### config.mk
export PLATFORM = sky130hd
export DESIGN_NAME = mma_decode
export DESIGN_NICKNAME = d
export VERILOG_FILES = /design/src/rtl/mma_pkg.sv /design/src/rtl/mma_decode.sv
export SDC_FILE = /design/constraint.sdc
export NUM_CORES = 1
export LEC_CHECK = 0
export BUFFER_PORTS_ARGS = -buffer_cell sky130_fd_sc_hd__buf_2
export CORE_AREA = 4 4 81 83
export DETAILED_ROUTE_END_ITERATION = 16
export DIE_AREA = 0 0 85 87
export GPL_ROUTABILITY_DRIVEN = 0
export PLACE_DENSITY = 0.76
export SLEW_MARGIN = 20
export SYNTH_ARGS = -nofsm -noshare
export SYNTH_HDL_FRONTEND = slang
export SYNTH_SLANG_ARGS = --single-unit
### constraint.sdc
create_clock -name vclk -period 5.7
set_input_delay 1.14 -clock vclk [all_inputs]
set_output_delay 1.14 -clock vclk [all_outputs]
set_load 0.01 [all_outputs]
### src/rtl/mma_pkg.sv
package mma_pkg;

  // Store depths and index widths
  localparam int unsigned DATA_WORDS = 4096;
  localparam int unsigned INST_WORDS = 4096;
  localparam int unsigned DATA_AW    = $clog2(DATA_WORDS);
  localparam int unsigned INST_AW    = $clog2(INST_WORDS);
  localparam int unsigned CLR_WORDS  = (DATA_WORDS > INST_WORDS) ? DATA_WORDS : INST_WORDS;
  localparam int unsigned CLR_AW     = $clog2(CLR_WORDS);

  // Address map
  localparam logic [31:0] DATA_BASE    = 32'h2000_0000;
  localparam logic [31:0] DATA_END     = 32'h2400_0000;
  localparam logic [31:0] INST_BASE    = 32'h1000_0000;
  localparam logic [31:0] INST_END     = 32'h1100_0000;
  localparam logic [31:0] CON_IN_ADDR  = 32'h3000_0000;
  localparam logic [31:0] CON_OUT_ADDR = 32'h3000_0004;

  // Access codes
  localparam logic [1:0] ACT_READ  = 2'd0;
  localparam logic [1:0] ACT_WRITE = 2'd1;
  localparam logic [1:0] ACT_FETCH = 2'd2;
  localparam logic [1:0] ACT_LOAD  = 2'd3;

  localparam logic [1:0] SZ_BYTE = 2'd0;
  localparam logic [1:0] SZ_HALF = 2'd1;
  localparam logic [1:0] SZ_WORD = 2'd2;

  localparam logic [1:0] STAT_OK    = 2'd0;
  localparam logic [1:0] STAT_BAD   = 2'd1;
  localparam logic [1:0] STAT_DEPTH = 2'd2;

  // Store operation of one access
  typedef enum logic [2:0] {
    OP_NONE    = 3'd0,
    OP_DATA_RD = 3'd1,
    OP_INST_RD = 3'd2,
    OP_DATA_WR = 3'd3,
    OP_INST_WR = 3'd4
  } op_t;

  // Decoded access
  typedef struct packed {
    op_t                op;
    logic [DATA_AW-1:0] data_idx;
    logic [INST_AW-1:0] inst_idx;
    logic [4:0]         shift;
    logic [31:0]        lmask;
    logic [31:0]        wdata;
    logic [31:0]        rd;
    logic               cv;
    logic [7:0]         co;
    logic               cc;
    logic [1:0]         st;
  } dec_t;

  // Store port request
  typedef struct packed {
    logic               d_re;
    logic               d_we;
    logic [DATA_AW-1:0] d_addr;
    logic [31:0]        d_wdata;
    logic               i_re;
    logic               i_we;
    logic [INST_AW-1:0] i_addr;
    logic [31:0]        i_wdata;
  } mem_req_t;

endpackage

### src/rtl/mma_decode.sv
module mma_decode (
  input  logic [1:0]   action,
  input  logic [1:0]   access_size,
  input  logic [31:0]  address,
  input  logic [31:0]  write_data,
  input  logic [7:0]   console_char,
  input  logic         console_eof,
  output mma_pkg::dec_t dec
);
  import mma_pkg::*;

  logic        data_hit;
  logic        inst_hit;
  logic        data_deep;
  logic        inst_deep;
  logic        is_write;
  logic        misaligned;
  logic        low_lane;
  logic [4:0]  shift;
  logic [31:0] lmask;

  // Decode regions and depth limits
  assign data_hit  = (address >= DATA_BASE) && (address < DATA_END);
  assign inst_hit  = (address >= INST_BASE) && (address < INST_END);
  assign data_deep = 32'(address[25:2]) >= 32'(DATA_WORDS);
  assign inst_deep = 32'(address[23:2]) >= 32'(INST_WORDS);
  assign is_write  = (action == ACT_WRITE);

  // Derive big-endian lane position, mask and alignment from the size
  always_comb begin
    shift      = 5'd0;
    lmask      = 32'hFFFF_FFFF;
    low_lane   = 1'b1;
    misaligned = 1'b0;
    unique case (access_size)
      SZ_BYTE: begin
        shift    = {~address[1:0], 3'b000};
        lmask    = 32'h0000_00FF;
        low_lane = (address[1:0] == 2'b11);
      end
      SZ_HALF: begin
        shift      = {~address[1], 4'b0000};
        lmask      = 32'h0000_FFFF;
        low_lane   = address[1];
        misaligned = address[0];
      end
      SZ_WORD: begin
        misaligned = (address[1:0] != 2'b00);
      end
      default: begin
        misaligned = 1'b1;
      end
    endcase
  end

  // Classify the access and settle fixed results
  always_comb begin
    dec.op       = OP_NONE;
    dec.data_idx = address[DATA_AW+1:2];
    dec.inst_idx = address[INST_AW+1:2];
    dec.shift    = shift;
    dec.lmask    = lmask;
    dec.wdata    = write_data & lmask;
    dec.rd       = 32'd0;
    dec.cv       = 1'b0;
    dec.co       = 8'd0;
    dec.cc       = 1'b0;
    dec.st       = STAT_OK;
    if (action == ACT_FETCH || action == ACT_LOAD) begin
      dec.shift = 5'd0;
      dec.lmask = 32'hFFFF_FFFF;
      dec.wdata = write_data;
      priority if (!inst_hit || address[1:0] != 2'b00) begin
        dec.st = STAT_BAD;
      end else if (inst_deep) begin
        dec.st = STAT_DEPTH;
      end else begin
        dec.op = (action == ACT_FETCH) ? OP_INST_RD : OP_INST_WR;
      end
      if (action == ACT_FETCH && dec.st != STAT_OK) begin
        dec.rd = 32'hFFFF_FFFF;
      end
    end else begin
      priority if (misaligned) begin
        dec.st = STAT_BAD;
      end else if (data_hit || (inst_hit && !is_write)) begin
        if (data_hit ? data_deep : inst_deep) begin
          dec.st = STAT_DEPTH;
        end else if (is_write) begin
          dec.op = OP_DATA_WR;
        end else begin
          dec.op = data_hit ? OP_DATA_RD : OP_INST_RD;
        end
      end else if (!is_write && address[31:2] == CON_IN_ADDR[31:2]) begin
        if (console_eof) begin
          dec.rd = lmask;
        end else begin
          dec.cc = 1'b1;
          dec.rd = low_lane ? {24'd0, console_char} : 32'd0;
        end
      end else if (is_write && address[31:2] == CON_OUT_ADDR[31:2]) begin
        dec.cv = 1'b1;
        dec.co = low_lane ? write_data[7:0] : 8'd0;
      end else begin
        dec.st = STAT_BAD;
      end
    end
  end

endmodule

==> results.yml <==
min_path:
  hp-start: "write_data[0]"
  min_to: "dec[44]"
  hp-class: "in2out"
  worstHoldPathCells: 2
flow_run:
  drv_cap: 0
global_route:
  grt_overflow: 0
  grt_max_degree: 21
  grt_pass1_wl_um: 7380
  grt_pass1_vias: 1523
  grt.total_usage_pct: 12.1
  antenna_found_initial: 0
layout:
  diodes: 0
  utilization_pct: 31.4
  fin_area_mm2: 0.00184
  fin_nets: 408
  seq_cell_count: 0
  drive_gt1_share_pct: 64.4
  multiInputGateArea_um2: 693
  syn2layout_area_growth_pct: 35.7
  n_clock_buffer: 0
  fillers: 660
  regArea_um2: 0
placed_design:
  io_buffer_count: 206
  dp_hpwl_um: 4830
  place_area_mm2: 0.00183
die:
  start_util_pct: 23.1
  dieHeight_um: 87
  die_x_um: 85
  io_pins: 217
  core_area_mm2: 0.00585
  row_count: 28
  dieArea_mm2: 0.00740
synthesis:
  ys_warn_count: 0
  yosys.area.top_type: "buf_4"
  synth_most_common_cell: "buf_4"
  ys_seq_area_share_pct: 0
  ys_types: 30
  synth.area.top_cells: "buf_4 (49%), nor2b_1 (7.9%), o31ai_1 (4.4%)"
  avgSynthCellArea_um2: 6.51
  syn-instance-count: 208
  synth_common_cells: "buf_4 (88), nor2b_1 (17), nand2_1 (12)"
  netlist.area_leader.share_pct: 48.8
  syn_area_mm2: 0.00135
pwr:
  irDropWorstVdd_uv: 36.7
  power_density_mw_per_mm2: 73.5
  power.leakage_nw: 1.09
  p_total_w: 0.000135
sta:
  worst_slew_pin_slew_ns: 0.967
  relSlewSlack_pct: 35.3
  post-route-period-util_pct: 82.7
  setup_tns_ns: 0
  holdWs_ns: 2.48
  layout_min_cycle_time_ns: 4.72
  fmax_mhz: 212
  rsz0062_at_grt: "false"
  hold_viol: 0
  slew_violations: 0
  setup_viol: 0
drt:
  vias: 1706
  ant_nets: 0
  dr.pass1.iters: 4
  routedWlPerCell_um: 13.3
  avgViaCountPerCell: 4.22
  drc_errors: 0
  wirelength_um: 5380
  drt-initial-drc-count: 38
setup_path:
  critPathCaptureType: "output port"
  worstPathArrival_ns: 3.58
  worstSetupStartpointType: "input port"
  critical_path_required_ns: 4.56
  worstPathMaxFanout: 20
  critical_path_class: "in2out"
clock_network:
  hold_buffers: 0
  cts_resized: 0
  cts_setup_buffers: 0
outcome:
  status: "completed"
[metrics by stage]
stage          instances  setup WS (ns)
3_3_place_gp         404           1.01
6_report             404          0.984
5_1_grt              404          0.649
4_1_cts              404          0.922
2_1_floorplan        217          0.419
3_5_place_dp         404          0.925
[power breakdown]
part | internal (W) | total [W] | switching (W)
logic | 0.0000587 | 0.000135 | 0.0000763
registers | 0 | 0 | 0
clock network | 0 | 0 | 0
[placed cells by master (no fill, tap or decap)]
cell type    n
buf_2      206
nor2b_1     17
nand2_1     12
a21oi_1     11
nor3_1      11
conb_1      11
nor2_1       9
o31ai_1      8
and2_1       8
nor4_1       6
inv_1        5
nand3_1      3
o21ai_0      3
nor4b_1      2
nand4_1      2
o211ai_1     2
o41ai_2      2
or3_1        2
or4_1        1
nor4_4       1
or4_4        1
or2_2        1
xor2_1       1
o21ba_2      1
a311o_1      1
nand2b_1     1
a21o_1       1
[worst max path at each step]
stage | slack, ns | startpoint | cells past startpoint | to
finish | 0.98 | address[27] | 6 | dec[39]
global route | 0.65 | address[15] | 6 | dec[35]
CTS | 0.92 | address[27] | 6 | dec[22]
detailed placement | 0.92 | address[27] | 6 | dec[30]
global placement | 1.01 | address[15] | 6 | dec[38]
floorplan | 0.42 | address[19] | 6 | dec[29]
[routing by layer]
metal  GRT usage [%]  wire length (µm)
met1            12.7              1790
met2            26.0              3000
met3            2.08               585
met4               0                 0
met5               0                 0
[area by class of cell]
type,instances,area share [%]
timing repair buffer,206,56.1
multi-input combinational,118,37.7
tap,75,5.11
inverter,5,1.02
[cell families (layout without fill, tap and decap cells)]
kind of cell	after synthesis	in the layout	share of synthesized area [%]
other cells	2	11	0.555
xor+xnor	1	1	0.647
compound gates	29	29	14.0
simple gates	77	77	32.3
buf+inv	99	211	52.4
[critical path, cell delays in order]
cell and delay, ns:
buf_2 0.11, nor4_4 0.42, nand4_1 0.17, or4_4 0.65, o41ai_2 0.80, buf_2 0.28
Power figures use the tool's default switching activity.
